$ cat src/stt_pkg.sv
// ----------------------------------------------------------------------------
// stt_pkg
// Shared types and constants for the source text tokenizer: beat formats,
// character classes, scanner modes and token class codes.
// ----------------------------------------------------------------------------
package stt_pkg;

   // sizing
   localparam int MAX_LEXEME   = 31;
   localparam int LINE_BITS    = 16;
   localparam int LEN_BITS     = 8;
   localparam int LEN_MAX      = 255;
   localparam int PREFIX_CHARS = 5;
   localparam int PREFIX_BITS  = 8 * PREFIX_CHARS;

   // item queue between front and scanner
   localparam int FQ_DEPTH = 2;
   localparam int FQ_AW    = $clog2(FQ_DEPTH);
   localparam int FQ_CW    = $clog2(FQ_DEPTH + 1);

   // result queue, power-of-two depth, takes up to two beats per cycle
   localparam int RQ_DEPTH = 4;
   localparam int RQ_AW    = $clog2(RQ_DEPTH);
   localparam int RQ_CW    = $clog2(RQ_DEPTH + 1);

   // token classes
   localparam logic [4:0] TOK_IDENT        = 5'd0;
   localparam logic [4:0] TOK_KEYWORD      = 5'd1;
   localparam logic [4:0] TOK_NUMBER       = 5'd2;
   localparam logic [4:0] TOK_LPAREN       = 5'd3;
   localparam logic [4:0] TOK_SLASH        = 5'd11;
   localparam logic [4:0] TOK_ASSIGN       = 5'd12;
   localparam logic [4:0] TOK_EQUAL        = 5'd15;
   localparam logic [4:0] TOK_COMMENT      = 5'd19;
   localparam logic [4:0] TOK_BAD_CHAR     = 5'd20;
   localparam logic [4:0] TOK_LONE_BANG    = 5'd21;
   localparam logic [4:0] TOK_OPEN_COMMENT = 5'd22;

   // delimiter indexes, offset from TOK_LPAREN
   localparam logic [2:0] DL_LPAREN = 3'd0;
   localparam logic [2:0] DL_RPAREN = 3'd1;
   localparam logic [2:0] DL_LBRACE = 3'd2;
   localparam logic [2:0] DL_RBRACE = 3'd3;
   localparam logic [2:0] DL_SEMI   = 3'd4;
   localparam logic [2:0] DL_PLUS   = 3'd5;
   localparam logic [2:0] DL_MINUS  = 3'd6;
   localparam logic [2:0] DL_STAR   = 3'd7;

   // relational operator leads
   localparam logic [1:0] OP_EQ   = 2'd0;
   localparam logic [1:0] OP_LT   = 2'd1;
   localparam logic [1:0] OP_GT   = 2'd2;
   localparam logic [1:0] OP_BANG = 2'd3;

   // keyword indexes
   localparam logic [2:0] KW_IF    = 3'd0;
   localparam logic [2:0] KW_ELSE  = 3'd1;
   localparam logic [2:0] KW_FOR   = 3'd2;
   localparam logic [2:0] KW_WHILE = 3'd3;
   localparam logic [2:0] KW_DO    = 3'd4;
   localparam logic [2:0] KW_INT   = 3'd5;
   localparam logic [2:0] KW_WRITE = 3'd6;
   localparam logic [2:0] KW_READ  = 3'd7;

   typedef enum logic [2:0] {
      CC_ALPHA,
      CC_DIGIT,
      CC_SLASH,
      CC_DELIM,
      CC_RELOP,
      CC_SPACE,
      CC_NEWLINE,
      CC_BAD
   } char_class_type;

   typedef enum logic [2:0] {
      MODE_IDLE,
      MODE_IDENT,
      MODE_NUMBER,
      MODE_SLASH,
      MODE_RELOP,
      MODE_COMMENT
   } scan_mode_type;

   typedef struct packed {
      logic [7:0] char_code;
      logic       end_of_input;
   } stt_req_type;

   typedef struct packed {
      logic [4:0]  token_class;
      logic [2:0]  keyword_index;
      logic [15:0] line_number;
      logic [4:0]  lexeme_length;
      logic [7:0]  offending_char;
      logic        last_of_run;
   } stt_rsp_type;

   // classified character as it waits for the scanner
   typedef struct packed {
      logic           eoi;
      logic [7:0]     code;
      char_class_type cls;
      logic [2:0]     sub;
   } stt_item_type;

   // up to two result beats from one scanner step
   typedef struct packed {
      logic        v0;
      logic        v1;
      stt_rsp_type r0;
      stt_rsp_type r1;
   } stt_emit_type;

endpackage

$ cat src/source_text_tokenizer_core.sv
// a character beat waits in the item queue, its result beats in the result queue
// throughput: one character beat per cycle while the result queue has room; one result
// beat per cycle on the single rsp port unless rsp_stall; two beats of a step go in turn
// reset: synchronous, clears both queues, scanner idle, line count back to one
// ----------------------------------------------------------------------------
// source_text_tokenizer_core
// Lexical scanner for a small C-like language: characters in, tokens with
// class, keyword index, line and length out.
// ----------------------------------------------------------------------------
module source_text_tokenizer_core (
   input  logic                 clock,
   input  logic                 reset,
   // character beats
   input  logic                 req_valid,
   output logic                 req_stall,
   input  stt_pkg::stt_req_type req_beat,
   // token beats
   output logic                 rsp_valid,
   input  logic                 rsp_stall,
   output stt_pkg::stt_rsp_type rsp_beat
);

   // front to scanner
   logic                  item_valid;
   stt_pkg::stt_item_type item;
   logic                  item_pop;

   // scanner to result queue
   stt_pkg::stt_emit_type emit;
   logic                  room;

   // front: classify each character and park it in a two-entry queue;
   // req_stall only rises when that queue is full
   stt_front u_front (
      .clock      (clock),
      .reset      (reset),
      .req_valid  (req_valid),
      .req_stall  (req_stall),
      .req_beat   (req_beat),
      .item_valid (item_valid),
      .item       (item),
      .item_pop   (item_pop)
   );

   // scanner: one character per cycle whenever the result queue has space
   // for two beats; a token ended by lookahead plus a token started by the
   // same character give the two-beat case
   stt_scan u_scan (
      .clock      (clock),
      .reset      (reset),
      .item_valid (item_valid),
      .item       (item),
      .item_pop   (item_pop),
      .room       (room),
      .emit       (emit)
   );

   // result queue: decouples scanner from rsp_stall, head is the rsp beat
   stt_rspq u_rspq (
      .clock     (clock),
      .reset     (reset),
      .emit      (emit),
      .room      (room),
      .rsp_valid (rsp_valid),
      .rsp_stall (rsp_stall),
      .rsp_beat  (rsp_beat)
   );

endmodule

$ cat src/stt_front.sv
// ----------------------------------------------------------------------------
// stt_front
// Accepts character beats, classifies them and holds them in a short queue
// for the scanner.
// ----------------------------------------------------------------------------
module stt_front (
   input  logic                 clock,
   input  logic                 reset,
   input  logic                 req_valid,
   output logic                 req_stall,
   input  stt_pkg::stt_req_type req_beat,
   output logic                 item_valid,
   output stt_pkg::stt_item_type item,
   input  logic                 item_pop
);

   stt_pkg::stt_item_type fq_ff [stt_pkg::FQ_DEPTH];
   logic [stt_pkg::FQ_AW-1:0] wr_ff, wr_in;
   logic [stt_pkg::FQ_AW-1:0] rd_ff, rd_in;
   logic [stt_pkg::FQ_CW-1:0] cnt_ff, cnt_in;
   stt_pkg::stt_item_type     cls_item;
   logic                      push;

   // character classification
   always_comb begin
      cls_item.eoi  = req_beat.end_of_input;
      cls_item.code = req_beat.char_code;
      cls_item.cls  = stt_pkg::CC_BAD;
      cls_item.sub  = stt_pkg::DL_LPAREN;
      case (req_beat.char_code) inside
         ["a":"z"], ["A":"Z"]: cls_item.cls = stt_pkg::CC_ALPHA;
         ["0":"9"]:            cls_item.cls = stt_pkg::CC_DIGIT;
         "/":                  cls_item.cls = stt_pkg::CC_SLASH;
         "(": begin cls_item.cls = stt_pkg::CC_DELIM; cls_item.sub = stt_pkg::DL_LPAREN; end
         ")": begin cls_item.cls = stt_pkg::CC_DELIM; cls_item.sub = stt_pkg::DL_RPAREN; end
         "{": begin cls_item.cls = stt_pkg::CC_DELIM; cls_item.sub = stt_pkg::DL_LBRACE; end
         "}": begin cls_item.cls = stt_pkg::CC_DELIM; cls_item.sub = stt_pkg::DL_RBRACE; end
         ";": begin cls_item.cls = stt_pkg::CC_DELIM; cls_item.sub = stt_pkg::DL_SEMI; end
         "+": begin cls_item.cls = stt_pkg::CC_DELIM; cls_item.sub = stt_pkg::DL_PLUS; end
         "-": begin cls_item.cls = stt_pkg::CC_DELIM; cls_item.sub = stt_pkg::DL_MINUS; end
         "*": begin cls_item.cls = stt_pkg::CC_DELIM; cls_item.sub = stt_pkg::DL_STAR; end
         "=": begin cls_item.cls = stt_pkg::CC_RELOP; cls_item.sub = {1'b0, stt_pkg::OP_EQ}; end
         "<": begin cls_item.cls = stt_pkg::CC_RELOP; cls_item.sub = {1'b0, stt_pkg::OP_LT}; end
         ">": begin cls_item.cls = stt_pkg::CC_RELOP; cls_item.sub = {1'b0, stt_pkg::OP_GT}; end
         "!": begin
            cls_item.cls = stt_pkg::CC_RELOP;
            cls_item.sub = {1'b0, stt_pkg::OP_BANG};
         end
         " ", 8'h09:           cls_item.cls = stt_pkg::CC_SPACE;
         8'h0a:                cls_item.cls = stt_pkg::CC_NEWLINE;
         default:              cls_item.cls = stt_pkg::CC_BAD;
      endcase
   end

   assign req_stall  = (cnt_ff == stt_pkg::FQ_CW'(stt_pkg::FQ_DEPTH));
   assign push       = req_valid && !req_stall;
   assign item_valid = (cnt_ff != '0);
   assign item       = fq_ff[rd_ff];

   always_comb begin
      wr_in  = push     ? stt_pkg::FQ_AW'(wr_ff + 1'b1) : wr_ff;
      rd_in  = item_pop ? stt_pkg::FQ_AW'(rd_ff + 1'b1) : rd_ff;
      cnt_in = stt_pkg::FQ_CW'(cnt_ff + stt_pkg::FQ_CW'(push) - stt_pkg::FQ_CW'(item_pop));
   end

   always_ff @(posedge clock) begin
      if (reset) begin
         wr_ff  <= '0;
         rd_ff  <= '0;
         cnt_ff <= '0;
      end else begin
         wr_ff  <= wr_in;
         rd_ff  <= rd_in;
         cnt_ff <= cnt_in;
      end
   end

   always_ff @(posedge clock) begin
      if (push) begin
         fq_ff[wr_ff] <= cls_item;
      end
   end

endmodule

$ cat src/stt_scan.sv
// ----------------------------------------------------------------------------
// stt_scan
// Token scanner: one classified character per step, up to two result beats.
// ----------------------------------------------------------------------------
module stt_scan (
   input  logic                  clock,
   input  logic                  reset,
   input  logic                  item_valid,
   input  stt_pkg::stt_item_type item,
   output logic                  item_pop,
   input  logic                  room,
   output stt_pkg::stt_emit_type emit
);

   stt_pkg::scan_mode_type mode_ff, mode_in;
   logic [stt_pkg::PREFIX_BITS-1:0] prefix_ff, prefix_in;
   logic [stt_pkg::LEN_BITS-1:0]    len_ff, len_in, len_bump;
   logic [stt_pkg::LINE_BITS-1:0]   line_ff, line_in, line_bump;
   logic [1:0]                      op_ff, op_in;
   logic                            star_ff, star_in;

   logic go, eoi, is_alnum, is_digit, is_zero, is_eq, is_star, is_slash, is_nl;
   logic consumed, restart, close_comment;
   logic flush_v, start_v;
   stt_pkg::stt_rsp_type flush_r, start_r, base_r;
   logic [3:0] kw_hit;

   function automatic logic [stt_pkg::PREFIX_BITS-1:0] kw_text(input logic [2:0] k);
      logic [stt_pkg::PREFIX_BITS-1:0] t;
      case (k)
         stt_pkg::KW_IF:    t = {24'h0, "f", "i"};
         stt_pkg::KW_ELSE:  t = {8'h0, "e", "s", "l", "e"};
         stt_pkg::KW_FOR:   t = {16'h0, "r", "o", "f"};
         stt_pkg::KW_WHILE: t = {"e", "l", "i", "h", "w"};
         stt_pkg::KW_DO:    t = {24'h0, "o", "d"};
         stt_pkg::KW_INT:   t = {16'h0, "t", "n", "i"};
         stt_pkg::KW_WRITE: t = {"e", "t", "i", "r", "w"};
         stt_pkg::KW_READ:  t = {8'h0, "d", "a", "e", "r"};
         default:           t = '0;
      endcase
      return t;
   endfunction

   function automatic logic [stt_pkg::LEN_BITS-1:0] kw_len(input logic [2:0] k);
      logic [stt_pkg::LEN_BITS-1:0] n;
      case (k)
         stt_pkg::KW_IF, stt_pkg::KW_DO:                   n = 8'd2;
         stt_pkg::KW_FOR, stt_pkg::KW_INT:                 n = 8'd3;
         stt_pkg::KW_ELSE, stt_pkg::KW_READ:               n = 8'd4;
         stt_pkg::KW_WHILE, stt_pkg::KW_WRITE:             n = 8'd5;
         default:                                          n = '0;
      endcase
      return n;
   endfunction

   // {hit, index}; bytes past the length are always zero in the prefix
   function automatic logic [3:0] kw_find(input logic [stt_pkg::PREFIX_BITS-1:0] p,
                                          input logic [stt_pkg::LEN_BITS-1:0] n);
      logic       hit;
      logic [2:0] idx;
      hit = 1'b0;
      idx = '0;
      for (int k = 0; k < 8; k++) begin
         if (!hit && p == kw_text(3'(k)) && n == kw_len(3'(k))) begin
            hit = 1'b1;
            idx = 3'(k);
         end
      end
      return {hit, idx};
   endfunction

   function automatic logic [4:0] shown(input logic [stt_pkg::LEN_BITS-1:0] n);
      return (n > stt_pkg::LEN_BITS'(stt_pkg::MAX_LEXEME)) ? 5'(stt_pkg::MAX_LEXEME) : 5'(n);
   endfunction

   assign go       = item_valid && room;
   assign item_pop = go;
   assign eoi      = item.eoi;
   assign is_digit = (item.cls == stt_pkg::CC_DIGIT);
   assign is_alnum = (item.cls == stt_pkg::CC_ALPHA) || is_digit;
   assign is_zero  = is_digit && (item.code == "0");
   assign is_eq    = (item.cls == stt_pkg::CC_RELOP) && (item.sub[1:0] == stt_pkg::OP_EQ);
   assign is_star  = (item.cls == stt_pkg::CC_DELIM) && (item.sub == stt_pkg::DL_STAR);
   assign is_slash = (item.cls == stt_pkg::CC_SLASH);
   assign is_nl    = (item.cls == stt_pkg::CC_NEWLINE);

   assign len_bump  = (len_ff == stt_pkg::LEN_BITS'(stt_pkg::LEN_MAX)) ?
                      len_ff : stt_pkg::LEN_BITS'(len_ff + 1'b1);
   assign line_bump = (line_ff == '1) ? line_ff : stt_pkg::LINE_BITS'(line_ff + 1'b1);
   assign kw_hit    = kw_find(prefix_ff, len_ff);

   // does the current mode take this character
   always_comb begin
      case (mode_ff)
         stt_pkg::MODE_IDENT:   consumed = !eoi && is_alnum;
         stt_pkg::MODE_NUMBER:  consumed = !eoi && is_digit;
         stt_pkg::MODE_SLASH:   consumed = !eoi && is_star;
         stt_pkg::MODE_RELOP:   consumed = !eoi && is_eq;
         stt_pkg::MODE_COMMENT: consumed = !eoi;
         default:               consumed = 1'b0;
      endcase
      restart       = !eoi && !consumed;
      close_comment = (mode_ff == stt_pkg::MODE_COMMENT) && !eoi && !is_nl &&
                      star_ff && is_slash;
   end

   // next mode
   always_comb begin
      mode_in = mode_ff;
      if (eoi) begin
         mode_in = stt_pkg::MODE_IDLE;
      end else if (restart) begin
         case (item.cls)
            stt_pkg::CC_ALPHA: mode_in = stt_pkg::MODE_IDENT;
            stt_pkg::CC_DIGIT: mode_in = is_zero ? stt_pkg::MODE_IDLE : stt_pkg::MODE_NUMBER;
            stt_pkg::CC_SLASH: mode_in = stt_pkg::MODE_SLASH;
            stt_pkg::CC_RELOP: mode_in = stt_pkg::MODE_RELOP;
            default:           mode_in = stt_pkg::MODE_IDLE;
         endcase
      end else begin
         case (mode_ff)
            stt_pkg::MODE_SLASH: mode_in = stt_pkg::MODE_COMMENT;
            stt_pkg::MODE_RELOP: mode_in = stt_pkg::MODE_IDLE;
            stt_pkg::MODE_COMMENT: begin
               mode_in = (is_nl || close_comment) ? stt_pkg::MODE_IDLE : stt_pkg::MODE_COMMENT;
            end
            default: mode_in = mode_ff;
         endcase
      end
   end

   // token text, length, line and lookahead state
   always_comb begin
      prefix_in = prefix_ff;
      len_in    = len_ff;
      line_in   = line_ff;
      op_in     = op_ff;
      star_in   = star_ff;
      if (eoi) begin
         prefix_in = '0;
         len_in    = '0;
         line_in   = stt_pkg::LINE_BITS'(1);
         op_in     = '0;
         star_in   = 1'b0;
      end else begin
         if (restart) begin
            prefix_in = '0;
            len_in    = '0;
            star_in   = 1'b0;
            case (item.cls)
               stt_pkg::CC_ALPHA: begin
                  prefix_in = stt_pkg::PREFIX_BITS'(item.code);
                  len_in    = stt_pkg::LEN_BITS'(1);
               end
               stt_pkg::CC_DIGIT:   len_in  = is_zero ? '0 : stt_pkg::LEN_BITS'(1);
               stt_pkg::CC_RELOP:   op_in   = item.sub[1:0];
               stt_pkg::CC_NEWLINE: line_in = line_bump;
               default:             ;
            endcase
         end else begin
            case (mode_ff)
               stt_pkg::MODE_IDENT: begin
                  for (int i = 0; i < stt_pkg::PREFIX_CHARS; i++) begin
                     if (len_ff == stt_pkg::LEN_BITS'(i)) begin
                        prefix_in[8*i +: 8] = item.code;
                     end
                  end
                  len_in = len_bump;
               end
               stt_pkg::MODE_NUMBER: len_in = len_bump;
               stt_pkg::MODE_SLASH: begin
                  len_in  = stt_pkg::LEN_BITS'(2);
                  star_in = 1'b0;
               end
               stt_pkg::MODE_COMMENT: begin
                  if (is_nl) begin
                     line_in = line_bump;
                  end else begin
                     len_in  = len_bump;
                     star_in = is_star;
                  end
               end
               default: ;
            endcase
         end
         if (mode_in == stt_pkg::MODE_IDLE) begin
            prefix_in = '0;
            op_in     = '0;
            star_in   = 1'b0;
         end
      end
   end

   // result beats
   always_comb begin
      base_r                = '0;
      base_r.line_number    = 16'(line_ff);
      base_r.lexeme_length  = 5'd1;
      flush_v               = 1'b0;
      flush_r               = base_r;
      start_v               = 1'b0;
      start_r               = base_r;

      case (mode_ff)
         stt_pkg::MODE_IDENT: begin
            flush_v               = !consumed;
            flush_r.token_class   = kw_hit[3] ? stt_pkg::TOK_KEYWORD : stt_pkg::TOK_IDENT;
            flush_r.keyword_index = kw_hit[3] ? kw_hit[2:0] : 3'd0;
            flush_r.lexeme_length = shown(len_ff);
         end
         stt_pkg::MODE_NUMBER: begin
            flush_v               = !consumed;
            flush_r.token_class   = stt_pkg::TOK_NUMBER;
            flush_r.lexeme_length = shown(len_ff);
         end
         stt_pkg::MODE_SLASH: begin
            flush_v             = !consumed;
            flush_r.token_class = stt_pkg::TOK_SLASH;
         end
         stt_pkg::MODE_RELOP: begin
            flush_v = 1'b1;
            if (consumed) begin
               flush_r.token_class   = 5'(stt_pkg::TOK_EQUAL + 5'(op_ff));
               flush_r.lexeme_length = 5'd2;
            end else if (op_ff == stt_pkg::OP_BANG) begin
               flush_r.token_class = stt_pkg::TOK_LONE_BANG;
            end else begin
               flush_r.token_class = 5'(stt_pkg::TOK_ASSIGN + 5'(op_ff));
            end
         end
         stt_pkg::MODE_COMMENT: begin
            if (eoi || is_nl) begin
               flush_v               = 1'b1;
               flush_r.token_class   = stt_pkg::TOK_OPEN_COMMENT;
               flush_r.lexeme_length = shown(len_ff);
            end else if (close_comment) begin
               flush_v               = 1'b1;
               flush_r.token_class   = stt_pkg::TOK_COMMENT;
               flush_r.lexeme_length = shown(len_bump);
            end
         end
         default: ;
      endcase

      if (restart) begin
         case (item.cls)
            stt_pkg::CC_DIGIT: begin
               start_v             = is_zero;
               start_r.token_class = stt_pkg::TOK_NUMBER;
            end
            stt_pkg::CC_DELIM: begin
               start_v             = 1'b1;
               start_r.token_class = 5'(stt_pkg::TOK_LPAREN + 5'(item.sub));
            end
            stt_pkg::CC_BAD: begin
               start_v                = 1'b1;
               start_r.token_class    = stt_pkg::TOK_BAD_CHAR;
               start_r.offending_char = item.code;
            end
            default: ;
         endcase
      end

      emit.v0             = go && (flush_v || start_v);
      emit.v1             = go && flush_v && start_v;
      emit.r0             = flush_v ? flush_r : start_r;
      emit.r0.last_of_run = !(flush_v && start_v);
      emit.r1             = start_r;
      emit.r1.last_of_run = 1'b1;
   end

   always_ff @(posedge clock) begin
      if (reset) begin
         mode_ff   <= stt_pkg::MODE_IDLE;
         prefix_ff <= '0;
         len_ff    <= '0;
         line_ff   <= stt_pkg::LINE_BITS'(1);
         op_ff     <= '0;
         star_ff   <= 1'b0;
      end else if (go) begin
         mode_ff   <= mode_in;
         prefix_ff <= prefix_in;
         len_ff    <= len_in;
         line_ff   <= line_in;
         op_ff     <= op_in;
         star_ff   <= star_in;
      end
   end

endmodule

$ cat src/stt_rspq.sv
// ----------------------------------------------------------------------------
// stt_rspq
// Result queue: takes up to two beats per cycle from the scanner, hands one
// beat per cycle to the result channel while rsp_stall is low.
// ----------------------------------------------------------------------------
module stt_rspq (
   input  logic                  clock,
   input  logic                  reset,
   input  stt_pkg::stt_emit_type emit,
   output logic                  room,
   output logic                  rsp_valid,
   input  logic                  rsp_stall,
   output stt_pkg::stt_rsp_type  rsp_beat
);

   stt_pkg::stt_rsp_type      rq_ff [stt_pkg::RQ_DEPTH];
   logic [stt_pkg::RQ_AW-1:0] wr_ff, wr_in, wr_next;
   logic [stt_pkg::RQ_AW-1:0] rd_ff, rd_in;
   logic [stt_pkg::RQ_CW-1:0] cnt_ff, cnt_in;
   logic                      pop;

   // room for a two-beat step regardless of this cycle's pop
   assign room      = (cnt_ff <= stt_pkg::RQ_CW'(stt_pkg::RQ_DEPTH - 2));
   assign rsp_valid = (cnt_ff != '0);
   assign rsp_beat  = rq_ff[rd_ff];
   assign pop       = rsp_valid && !rsp_stall;
   assign wr_next   = stt_pkg::RQ_AW'(wr_ff + 1'b1);

   always_comb begin
      wr_in  = stt_pkg::RQ_AW'(wr_ff + stt_pkg::RQ_AW'(emit.v0) + stt_pkg::RQ_AW'(emit.v1));
      rd_in  = pop ? stt_pkg::RQ_AW'(rd_ff + 1'b1) : rd_ff;
      cnt_in = stt_pkg::RQ_CW'(cnt_ff + stt_pkg::RQ_CW'(emit.v0) + stt_pkg::RQ_CW'(emit.v1)
                               - stt_pkg::RQ_CW'(pop));
   end

   always_ff @(posedge clock) begin
      if (reset) begin
         wr_ff  <= '0;
         rd_ff  <= '0;
         cnt_ff <= '0;
      end else begin
         wr_ff  <= wr_in;
         rd_ff  <= rd_in;
         cnt_ff <= cnt_in;
      end
   end

   always_ff @(posedge clock) begin
      if (emit.v0) begin
         rq_ff[wr_ff] <= emit.r0;
      end
      if (emit.v1) begin
         rq_ff[wr_next] <= emit.r1;
      end
   end

endmodule

$ cat config.mk
export PLATFORM = sky130hd
export DESIGN_NAME = source_text_tokenizer_core
export DESIGN_NICKNAME = d
export VERILOG_FILES = /design/src/stt_pkg.sv /design/src/source_text_tokenizer_core.sv /design/src/stt_front.sv /design/src/stt_scan.sv /design/src/stt_rspq.sv
export SDC_FILE = /design/constraint.sdc
export NUM_CORES = 1
export LEC_CHECK = 0
export BUFFER_PORTS_ARGS = -buffer_cell sky130_fd_sc_hd__buf_2
export CAP_MARGIN = 10
export CORE_MARGIN = 2
export CORE_UTILIZATION = 50
export CTS_BUF_LIST = sky130_fd_sc_hd__clkbuf_16
export CTS_CLUSTER_DIAMETER = 200
export DETAILED_ROUTE_END_ITERATION = 16
export GPL_ROUTABILITY_DRIVEN = 0
export MAX_ROUTING_LAYER = met4
export PLACE_DENSITY = 0.67
export RECOVER_POWER = 100
export SYNTH_ARGS = -nofsm -noshare
export SYNTH_HDL_FRONTEND = slang
export SYNTH_SLANG_ARGS = --single-unit
$ cat constraint.sdc
create_clock -name clock -period 3.3 [get_ports clock]
set_input_delay 0.165 -clock clock [delete_from_list [all_inputs] [get_ports clock]]
set_output_delay 0.165 -clock clock [all_outputs]
set_load 0.01 [all_outputs]
# [Word level (Yosys, flattened, before mapping)]
# Memory sizes are Yosys's and may differ from the RTL's. A register that Yosys moved wholly into a read port is not among the register bits.
# Cells that the tools add are included.
# W data, S select, Z words.
[word_totals] wordCells=295 input_bits=13 n_memories=2 ram_bits=182 reg_bits=81
[classes] eq_ne=48 muxes=119 n_addsub=16 magnitude_cmp=9 reduce_logical=85
[memory_table] memory="u_rspq.rq_ff" words=4 word_bits=38 rd=1 rd_ports_with_merged_regs=1 write_ports=2 line="stt_rspq.sv:16" source="stt_pkg::stt_rsp_type rq_ff [stt_pkg::RQ_DEPTH];"
[memory_table] memory="u_front.fq_ff" words=2 word_bits=15 rd=1 rd_ports_with_merged_regs=1 write_ports=1 line="stt_front.sv:17" source="stt_pkg::stt_item_type fq_ff [stt_pkg::FQ_DEPTH];"
[op_table] operator="$mux W40" count=4
[op_table] operator="$mux W3" count=39
[op_table] operator="$eq A8 B6 Y1 const B" count=13
[op_table] operator="$mux W8" count=12
[op_table] operator="$eq A40 B15 Y1 const B" count=2
[op_table] operator="$eq A40 B23 Y1 const B" count=2
[op_table] operator="$eq A40 B31 Y1 const B" count=2
[op_table] operator="$eq A40 B39 Y1 const B" count=2
[op_table] operator="$mux W16" count=5
[op_table] operator="$mux W5" count=9
[op_table] operator="$mux W38" count=1
[op_table] operator="$logic_and A1 B1 Y1" count=37
[op_table] operator="$pmux W5 S3" count=2
[op_table] operator="$mux W1" count=27
[op_table] operator="$pmux W5 S5" count=1
[op_table] operator="$pmux W8 S3" count=1
[op_table] operator="$reduce_and A3 Y1" count=8
[op_table] operator="$reduce_bool A4 Y1" count=6
[op_table] operator="$mux W2" count=11
[op_table] operator="$eq A3 B3 Y1 const B" count=6
[op_table] operator="$add A16 B1 Y16 const B" count=1
[op_table] operator="$eq A16 B16 Y1 const B" count=1
[op_table] operator="$eq A8 B2 Y1 const B" count=2
[op_table] operator="$eq A8 B3 Y1 const B" count=2
[op_table] operator="other kinds (41)" count=81

# [Depth between registers and ports, before layout]
# Gate-level depths: netlist (run 1).
[logic_depth] ltp_word=34 mapped_depth=18 ltp_nobuf=14

# [Hierarchy]
# A second synthesis (run 1) with hierarchy kept.
[hier_totals] hier_cells=1178 area_unflattened_um2=14565.2
[by_module_without_submodules] mod="stt_rspq" n_inst=1 seq_area_each_um2=4744.6 cells_each=417 area_per_inst_um2=7850.0
[by_module_without_submodules] mod="stt_scan" n_inst=1 seq_area_each_um2=1401.3 cells_each=631 area_per_inst_um2=5038.6
[by_module_without_submodules] mod="stt_front" n_inst=1 seq_area_each_um2=1001.0 cells_each=130 area_per_inst_um2=1676.6

# [Least setup slack after synthesis (run 1)]
# Ideal clock, no wire load.
[synth_path] path_type="register -> register" startpoint="reg with a tool-made name" endpoint="mem u_rspq.rq_ff[0][14] in the netlist's numbering, enable pin" stages_incl_launch_ff=14 setup_ns=0.384 required_ns=2.916 period_less_slack_ns=3.622 path_buffers=4 arrival_time_ns=3.238 slack_ns=-0.322 cell_sequence="dfxtp_1 > buf_6 > buf_6 > buf_6 > mux2_2 > ha_1 > nand4b_1 > o22ai_1 > a21boi_4 > o221ai_2 > a211oi_4 > nor2_2 > buf_2 > inv_1"
[synth_rtl] item="end: declaration" line="stt_rspq.sv:16"

==> results of run 1 <==
logic make-up after synthesis:
family / synth area share (%)
AND/OR/NAND/NOR: 20.5
flip-flops: 49.1
AO/OA/AOI/OAI: 14.5
buffers and inverters: 3.64
multiplexers: 9.07
XOR/XNOR: 1.46
adder cells (fa/ha/maj): 1.79
through the flow:
step	instance area [sq um]	setup TNS [ps]	worst slack (ps)	total power, W	cells
detailed placement	14900	0	115	0.00749	1662
global route	15800	0	4.97	0.0110	1722
global placement	14900	0	168	0.00745	1662
CTS	16000	0	108	0.0107	1722
floorplan	13900	-106	-106	0.00631	1255
finish	15800	0	184	0.0105	1722
flip-flops by register name (all words and copies together) (netlist names), named ones only:
register,cells
u_scan.line_ff,16
u_scan.star_ff,1
u_front.wr_ff,1
u_scan.mode_ff,3
u_rspq.wr_ff,2
u_scan.len_ff,8
u_front.rd_ff,1
u_rspq.cnt_ff,3
u_rspq.rq_ff,152
u_scan.prefix_ff,40
u_scan.op_ff,2
u_rspq.rd_ff,2
u_front.fq_ff,30
u_front.cnt_ff,2
cell usage in the layout (no fill, tap or decap), types with 7 or more instances in the layout:
cell,instances
a22o_1,21
nor4b_1,7
o22ai_1,20
clkbuf_16,29
and2_0,7
nor2b_1,32
a31oi_1,10
nor2_1,93
and4_1,8
buf_4,57
clkbuf_1,62
mux2i_1,27
o211ai_1,9
dlygate4sd3_1,9
nor3_2,8
nor4_1,18
clkinv_1,8
nor3b_1,11
edfxtp_1,146
nor3_1,56
ha_1,13
and2_1,49
xnor2_1,18
o21ai_0,34
mux4_2,38
a211oi_1,7
nand4_1,21
nand2_1,83
o2bb2ai_1,21
dfxtp_1,118
inv_1,40
nand3_1,47
a21oi_1,56
or3_1,9
per-layer routing:
layer | routed length (microns) | GRT usage, %
met4 | 1110 | 8.55
met1 | 14900 | 31.8
met2 | 16600 | 41.1
met5 | 0 | -
met3 | 1990 | 3.26
power by group:
part	internal [W]	switching [W]	leakage (nW)
Sequential	0.00379	0.000230	2.17
Clock	0.00190	0.00130	0.476
Combinational	0.00128	0.00203	2.45
tightest hold or removal path, delay by kind of cell:
family / cells / cell delay (ps)
buffers and inverters: 1 / 100
xor gates and xnor gates: 1 / 90
and+or+nand+nor: 2 / 220
how the worst min path moves through the flow:
stage	end	slack, ps	cells after the start
finish	u_front.wr_ff	80	4
global route	u_front.wr_ff	100	4
CTS	u_front.wr_ff	70	4
detailed placement	u_front.fq_ff[1][14]	360	1
global placement	u_front.fq_ff[0][14]	360	1
floorplan	u_front.fq_ff[0][10]	260	0
cell usage after synthesis, types with 10 or more instances:
cell type,number
mux2i_1,27
dfxtp_1,120
nor2b_1,32
ha_1,15
a31oi_1,10
nand4_1,21
o2bb2ai_1,21
nor3b_1,11
a21oi_1,54
nor3_1,56
and2_1,55
inv_1,36
mux4_2,38
nand2_1,85
nand3_1,48
o21ai_0,33
edfxtp_1,146
buf_1,10
o22ai_1,21
clkbuf_1,38
nor4_1,18
xnor2_1,18
nor2_1,93
a22o_1,21
final cells by class:
class,count,area [sq um]
Clock buffer,29,726
Timing Repair Buffer,143,868
Tap cell,341,427
Sequential cell,266,6790
Multi-Input combinational cell,881,6610
Fill cell,2293,11200
Clock inverter,22,215
Inverter,40,161
timing repair:
item                                   in CTS  in global routing
setup endpoints to repair                   0                 50
resized for setup                           0                  3
hold buffers                                9                  0
endpoints found under the hold margin      18                  0
==> results.json, run 1 <==
{
  "status": "complete, no violations",
  "h-tree-depth": 1,
  "min_period_ps": 3120,
  "vias": 10549,
  "syn_inst": 1255,
  "powerDensity_mw_per_mm2": 666,
  "leakagePower_nw": 5.09,
  "grt_pass1_wl_mm": 55.6,
  "post_drt_wl_per_cell_microns": 20.1,
  "synth.distinct_cells": 99,
  "start_util_pct": 51.2,
  "relSlewSlack_pct": 26.3,
  "startpoint_type": "flip-flop",
  "antenna_found_initial": 0,
  "ctsLongestPathBuffers": 3,
  "dieArea_sq_mm": 0.0290,
  "hp-start": "req_valid",
  "syn_nets": 1286,
  "fin_nets": 1391,
  "regToRegEndpoint": "u_rspq.rq_ff[3][7]",
  "crit_buf_inv": 1,
  "required_ps": 3700,
  "clk_latency_ps": 560,
  "die_w_microns": 170,
  "worst_clock_skew_ps": 27.0,
  "drt_iter0_markers": 893,
  "grtUsageTotal_pct": 24.9,
  "cpMaxStageDelayCell": "or4_1",
  "finalHoldViolCount": 0,
  "root_buffer": "clkbuf_16",
  "ys_warn_count": 0,
  "crit_chain": "mux2_4 > ha_4 > nand4b_1 > o22a_1 > o31ai_4 > nor4_2 > buf_12 > nor3_1 > or4_1 > nor3_2",
  "critPathArrivalTime_ps": 3520,
  "reg2reg_setup_slack_ps": 180,
  "cp.depth": 10,
  "syn_area_per_cell_sq_um": 11.0,
  "netlist.area_leader.share_pct": 31.7,
  "min_path_type": "in -> reg",
  "synth-seq-cells": 266,
  "cts_buffers": 28,
  "tightest_slew_ps": 1100,
  "cp_max_fo": 12,
  "numClockSinks": 266,
  "pin_count": 53,
  "hold_ws_ps": 79.5,
  "finalSetupViolations": 0,
  "fmax_ghz": 0.321,
  "end_kind": "flip-flop",
  "r2r_cells": 10,
  "syn-cell-area_sq_mm": 0.0138,
  "dp_hpwl_mm": 24.5,
  "drt_wl_total_mm": 34.6,
  "synth_ff_type": "edfxtp_1",
  "coreArea_sq_mm": 0.0270,
  "first_pass_iters": 6,
  "io_buffers": 52,
  "finalMaxSlewViolations": 0,
  "area_growth_pct": 14.2,
  "clkTransAtPathRegs_ps": 60,
  "grt_pass1_vias": 10257,
  "drc": 0,
  "seq_area_frac_synth_pct": 49.1,
  "postCtsSetupBuffers": 0,
  "drv_cap": 0,
  "drive_above_1_share_pct": 16.1,
  "rsz0062_at_grt": "no",
  "synth_edf_count": 146,
  "die_h_microns": 170,
  "crit_family": "simple AND/OR/NAND/NOR gates",
  "critPathMaxStageDelay_ps": 750,
  "synthTopCellsByArea": "edfxtp_1, dfxtp_1, mux4_2",
  "vias_per_cell": 6.13,
  "grt_start_max_net_pins": 48,
  "cts_tree": "built",
  "final_util_pct": 58.5,
  "antenna_cells": 0,
  "async_reset_ff_share_pct": 0,
  "yosysTopAreaCell": "edfxtp_1",
  "path_class": "reg -> reg",
  "cp-endpoint": "u_rspq.rq_ff[3][7]",
  "period_share_pct": 94.4,
  "postRouteAntennaNets": 0,
  "fp-row-count": 60,
  "grt_remaining_overflow": 0,
  "vdd_drop_max_v": 0.000498
}
Power figures use the tool's default switching activity.
==> inputs of run 2 (changes only) <==
CORE_UTILIZATION = 55   (was 50)
MAX_ROUTING_LAYER = default   (was met4)
PLACE_DENSITY = 0.73   (was 0.67)
==> results.json, run 2 (synthesized netlist as in run 1, its figures left out) <==
{
  "status": "complete, no violations",
  "antenna_cells": 0,
  "h-tree-depth": 1,
  "drt_wl_total_mm": 34.5,
  "place_inst": 1649,
  "largest_registers": "u_rspq.rq_ff: 152 flops, u_scan.prefix_ff: 40 flops, u_front.fq_ff: 30 flops",
  "vias": 10595,
  "top_register": "u_rspq.rq_ff",
  "finalSetupViolations": 0,
  "cts_tree": "built",
  "fp-row-count": 58,
  "first_pass_iters": 5,
  "drv_cap": 0,
  "grt_remaining_overflow": 0,
  "period_share_pct": 95.5,
  "area_growth_pct": 13.7,
  "final_util_pct": 63.0,
  "min_path_type": "in -> reg",
  "crit_chain": "buf_12 > or3b_4 > nand2_1 > a21boi_0 > buf_4 > o221a_4 > nand3_4 > ha_4 > fa_2 > inv_2 > fa_1 > nor2b_1",
  "post-place-ws_ps": 83.9,
  "numClockSinks": 266,
  "vias_per_cell": 6.21,
  "critPathArrivalTime_ps": 3570,
  "grt_pass1_vias": 10289,
  "finalMaxSlewViolations": 0,
  "postRouteAntennaNets": 0,
  "dp_hpwl_mm": 24.2,
  "ctsLongestPathBuffers": 3,
  "pin_count": 53,
  "path_class": "reg -> reg",
  "grtUsageMet1_pct": 34.2,
  "final_common_cell": "edfxtp_1",
  "drt_iter0_markers": 805,
  "clk_latency_ps": 550,
  "final_cells": 1707,
  "largest_reg_flops": 152,
  "antenna_found_initial": 0,
  "drc": 0,
  "leakagePower_nw": 5.08,
  "tightest_slew_ps": 1210,
  "required_ps": 3710,
  "die_h_microns": 163,
  "use_met2_pct": 44.9,
  "cp_max_fo": 26,
  "cpMaxStageDelayCell": "or3b_4",
  "grt_pass1_wl_mm": 54.7,
  "root_buffer": "clkbuf_16",
  "reg2reg_setup_slack_ps": 150,
  "fin_nets": 1387,
  "clkTransAtPathRegs_ps": 60,
  "grtUsageTotal_pct": 26.1,
  "fin_tns_setup_ps": 0,
  "coreArea_sq_mm": 0.0250,
  "end_kind": "flip-flop",
  "fmax_ghz": 0.317,
  "worst_slack_ps": 147,
  "min_period_ps": 3150,
  "start_util_pct": 55.4,
  "vdd_drop_max_v": 0.000511,
  "worst_clock_skew_ps": 12.9,
  "powerDensity_mw_per_mm2": 664,
  "startpoint_type": "flip-flop",
  "grt_start_max_net_pins": 48,
  "relSlewSlack_pct": 19.2,
  "finalInstanceArea_sq_mm": 0.0157,
  "finalHoldViolCount": 0,
  "io_buffers": 52,
  "placed_area_sq_mm": 0.0149,
  "post_drt_wl_per_cell_microns": 20.2,
  "rsz0062_at_grt": "no",
  "drive_above_1_share_pct": 16.3,
  "critPathMaxStageDelay_ps": 420,
  "mostFrequentLayoutCells": "edfxtp_1, dfxtp_1, nor2_1",
  "dieArea_sq_mm": 0.0264,
  "use_met3_pct": 3.16,
  "busiest_layer": "met2",
  "cts_buffers": 27,
  "die_w_microns": 163
}
==> run 2: changes by cell type in the layout (fill, tap and decap cells not counted), moves of 6 or more <==
cell and delta:
and2_0 +9, and2_1 -9, clkinv_1 -8, nor3_1 +7, nor3_2 -7, clkbuf_1 -6
==> run 2: report_power, final <==
group	internal, W	total [W]	switching [W]
Clock	0.00184	0.00316	0.00132
Sequential	0.00378	0.00405	0.000267
Combinational	0.00127	0.00323	0.00196
==> run 2: timing repair <==
item / CTS / global route
hold buffers: 8 / 0
setup endpoints to repair: 0 / 8
hold endpoints to repair: 15 / 0
buffers inserted: 0 / 0
resized for setup: 0 / 1
==> run 2: area by class of cell <==
class                   instances  area (sq um)
fillers                      2038          9240
flip-flops and latches        266          6790
multi-input cells             881          6560
repair buffers                140           878
clock buffers                  31           776
well taps                     330           413
inverters                      40           161
clock inverters                19           151
==> run 2: final timing paths <==
kind,from,end,cells past startpoint
max,flip-flop,u_rspq.cnt_ff[1],12
min,reset,u_rspq.wr_ff[1],2
max reg2reg,flip-flop,u_rspq.cnt_ff[1],12
min reg2reg,u_rspq.rq_ff[0][12],u_rspq.rq_ff[0][12],2
==> run 2: layer usage <==
metal	up-vias	part of all wire, %
li1	4985	-
met1	5130	42
met2	402	49
met3	78	6.0
met4	0	3.1
met5	-	0
==> run 2: stage by stage <==
stage                     hold WS (ps)  total power, W
after floorplan                    264         0.00631
after global placement             356         0.00739
after detailed placement           358         0.00745
after CTS                         5.45          0.0106
after global routing               162          0.0109
final                              144          0.0104
==> run 2: worst max-delay path: cells and delay by family, from the launching register on <==
kind / cells / cell delay [ps]
DFF: 1 / 390
and+or+nand+nor: 4 / 810
buffers and inverters: 3 / 420
adders and majority gates: 3 / 970
AOI/OAI and AO/OA: 2 / 430
==> inputs of run 3 (changes only) <==
ABC_CLOCK_PERIOD_IN_PS = 3400   (was default)
PLACE_DENSITY = 0.7   (was 0.73)
clock period = 3.4 ns   (was 3.3 ns; I/O delays follow)
==> results.json, run 3 (synthesized netlist as in run 1, its figures left out) <==
{
  "end_kind": "flip-flop",
  "p_sw_share_pct": 33.8,
  "postRouteAntennaNets": 0,
  "io_buffers": 52,
  "largest_reg_flops": 152,
  "area_growth_pct": 12.6,
  "finalHoldViolCount": 0,
  "critPathArrivalTime_ps": 3710,
  "tightest_slew_ps": 1980,
  "finalInstanceArea_sq_mm": 0.0156,
  "vias_per_cell": 6.27,
  "drive_above_1_share_pct": 14.6,
  "p_clk_share_pct": 30.2,
  "dieArea_sq_mm": 0.0264,
  "final_common_cell": "edfxtp_1",
  "grtUsageTotal_pct": 26.0,
  "drv_cap": 1,
  "drc": 0,
  "worst_clock_skew_ps": 15.6,
  "min_period_ps": 3270,
  "post-place-ws_ps": 135,
  "fillers": 2034,
  "combPwrFrac_pct": 31.1,
  "post_drt_wl_per_cell_microns": 20.2,
  "final_util_pct": 62.4,
  "largest_registers": "u_rspq.rq_ff: 152 flops, u_scan.prefix_ff: 40 flops, u_front.fq_ff: 30 flops",
  "clkTransAtPathRegs_ps": 60,
  "startpoint_type": "flip-flop",
  "worst_slack_ps": 130,
  "leakagePower_nw": 5.00,
  "path_class": "reg -> reg",
  "antenna_cells": 0,
  "placed_area_sq_mm": 0.0148,
  "vdd_drop_max_v": 0.000581,
  "p_int_w": 0.00664,
  "die_h_microns": 163,
  "die_w_microns": 163,
  "cts_tree": "built",
  "status": "finished, violations left",
  "mostFrequentLayoutCells": "edfxtp_1, dfxtp_1, nor2_1",
  "cp_max_fo": 8,
  "grt_pass1_vias": 10138,
  "hold_ws_ps": 14.7,
  "root_buffer": "clkbuf_16",
  "vias": 10629,
  "required_ps": 3840,
  "drt_wl_total_mm": 34.3,
  "powerDensity_mw_per_mm2": 645,
  "min_path_type": "in -> reg",
  "drt_iter0_markers": 1008,
  "rsz0062_at_grt": "no",
  "numClockSinks": 266,
  "antenna_found_initial": 0,
  "pin_count": 53,
  "grt_remaining_overflow": 0,
  "h-tree-depth": 1,
  "finalSetupViolations": 0,
  "ctsLongestPathBuffers": 3,
  "p_total_w": 0.0100,
  "fmax_ghz": 0.306,
  "grt_start_max_net_pins": 48,
  "cts_buffers": 29,
  "power_switching_w": 0.00340,
  "first_pass_iters": 5,
  "clk_latency_ps": 550,
  "top_register": "u_rspq.rq_ff",
  "start_util_pct": 55.4,
  "period_share_pct": 96.2,
  "dp_hpwl_mm": 24.1,
  "fin_nets": 1374,
  "violations": "capacitance limit, slew limit",
  "power_frac_seq_pct": 38.7,
  "relSlewSlack_pct": -31.9,
  "fp-row-count": 58,
  "coreArea_sq_mm": 0.0250,
  "finalMaxSlewViolations": 39,
  "grt_pass1_wl_mm": 54.9
}
run 3: changes by cell type in the layout (fill, tap and decap cells not counted), moves of 2 or more:
cell / change
o211ai_1: -3
clkinv_1: +6
and2_0: +2
buf_4: -10
o211ai_4: +2
clkbuf_16: -2
inv_2: -5
clkbuf_1: +4
dlygate4sd3_1: -2
clkbuf_2: -4
and2_1: -2
nand2_2: +2
inv_1: +6
run 3: final cells by class:
class                      count  area, sq um  area share [%]
tap                          330          413            2.65
inverter                      40          159            1.02
multi-input combinational    881         6550            42.0
sequential                   266         6790            43.6
clock inverter                25          194            1.25
clock buffer                  29          726            4.66
timing repair buffer         125          746            4.79
run 3: power groups by stage:
| stage | Combinational [W] | Sequential (W) | Clock, W |
|---|---|---|---|
| 5_1_grt | 0.00339 | 0.00392 | 0.00321 |
| 3_3_place_gp | 0.00317 | 0.00394 | 0 |
| 2_1_floorplan | 0.00228 | 0.00384 | 0 |
| 4_1_cts | 0.00323 | 0.00388 | 0.00307 |
| 3_5_place_dp | 0.00322 | 0.00395 | 0 |
| 6_report | 0.00312 | 0.00388 | 0.00304 |
run 3: repair_timing:
action | CTS | global route
endpoints found under the hold margin | 12 | 0
gates resized for setup | 0 | 3
hold buffers | 6 | 0
setup buffers | 0 | 0
setup endpoints to repair | 0 | 2
run 3: metrics by stage:
stage / TNS, ps / cells
final: 0 / 1696
after global routing: 0 / 1696
after floorplan: -14.0 / 1255
after global placement: 0 / 1636
after CTS: 0 / 1696
after detailed placement: 0 / 1636
run 3: routing by layer:
layer / global-route usage (%) / vias up / wire length (microns)
li1: - / 4988 / -
met5: 0 / - / 0
met4: 8.65 / 0 / 1010
met3: 3.44 / 71 / 2080
met2: 44.4 / 377 / 16600
met1: 34.6 / 5193 / 14600
run 3: path summary, 6_finish.rpt:
check,endpoint,start,depth (start not counted),slack [ps]
max,u_rspq.cnt_ff[1],u_scan.mode_ff[1],10,130
min,u_front.wr_ff,req_valid,4,10
max reg2reg,u_rspq.cnt_ff[1],u_scan.mode_ff[1],10,130
min reg2reg,u_rspq.rq_ff[1][11],u_rspq.rq_ff[1][11],2,450
run 3: critical path, cell delays in order (launching register included):
cell	delay [ps]
dfxtp_1	520
and3b_1	300
a311oi_1	420
a21boi_4	320
o221ai_1	220
nand3_1	250
nand2_2	140
fa_2	390
inv_1	70
fa_1	390
nor2b_1	130
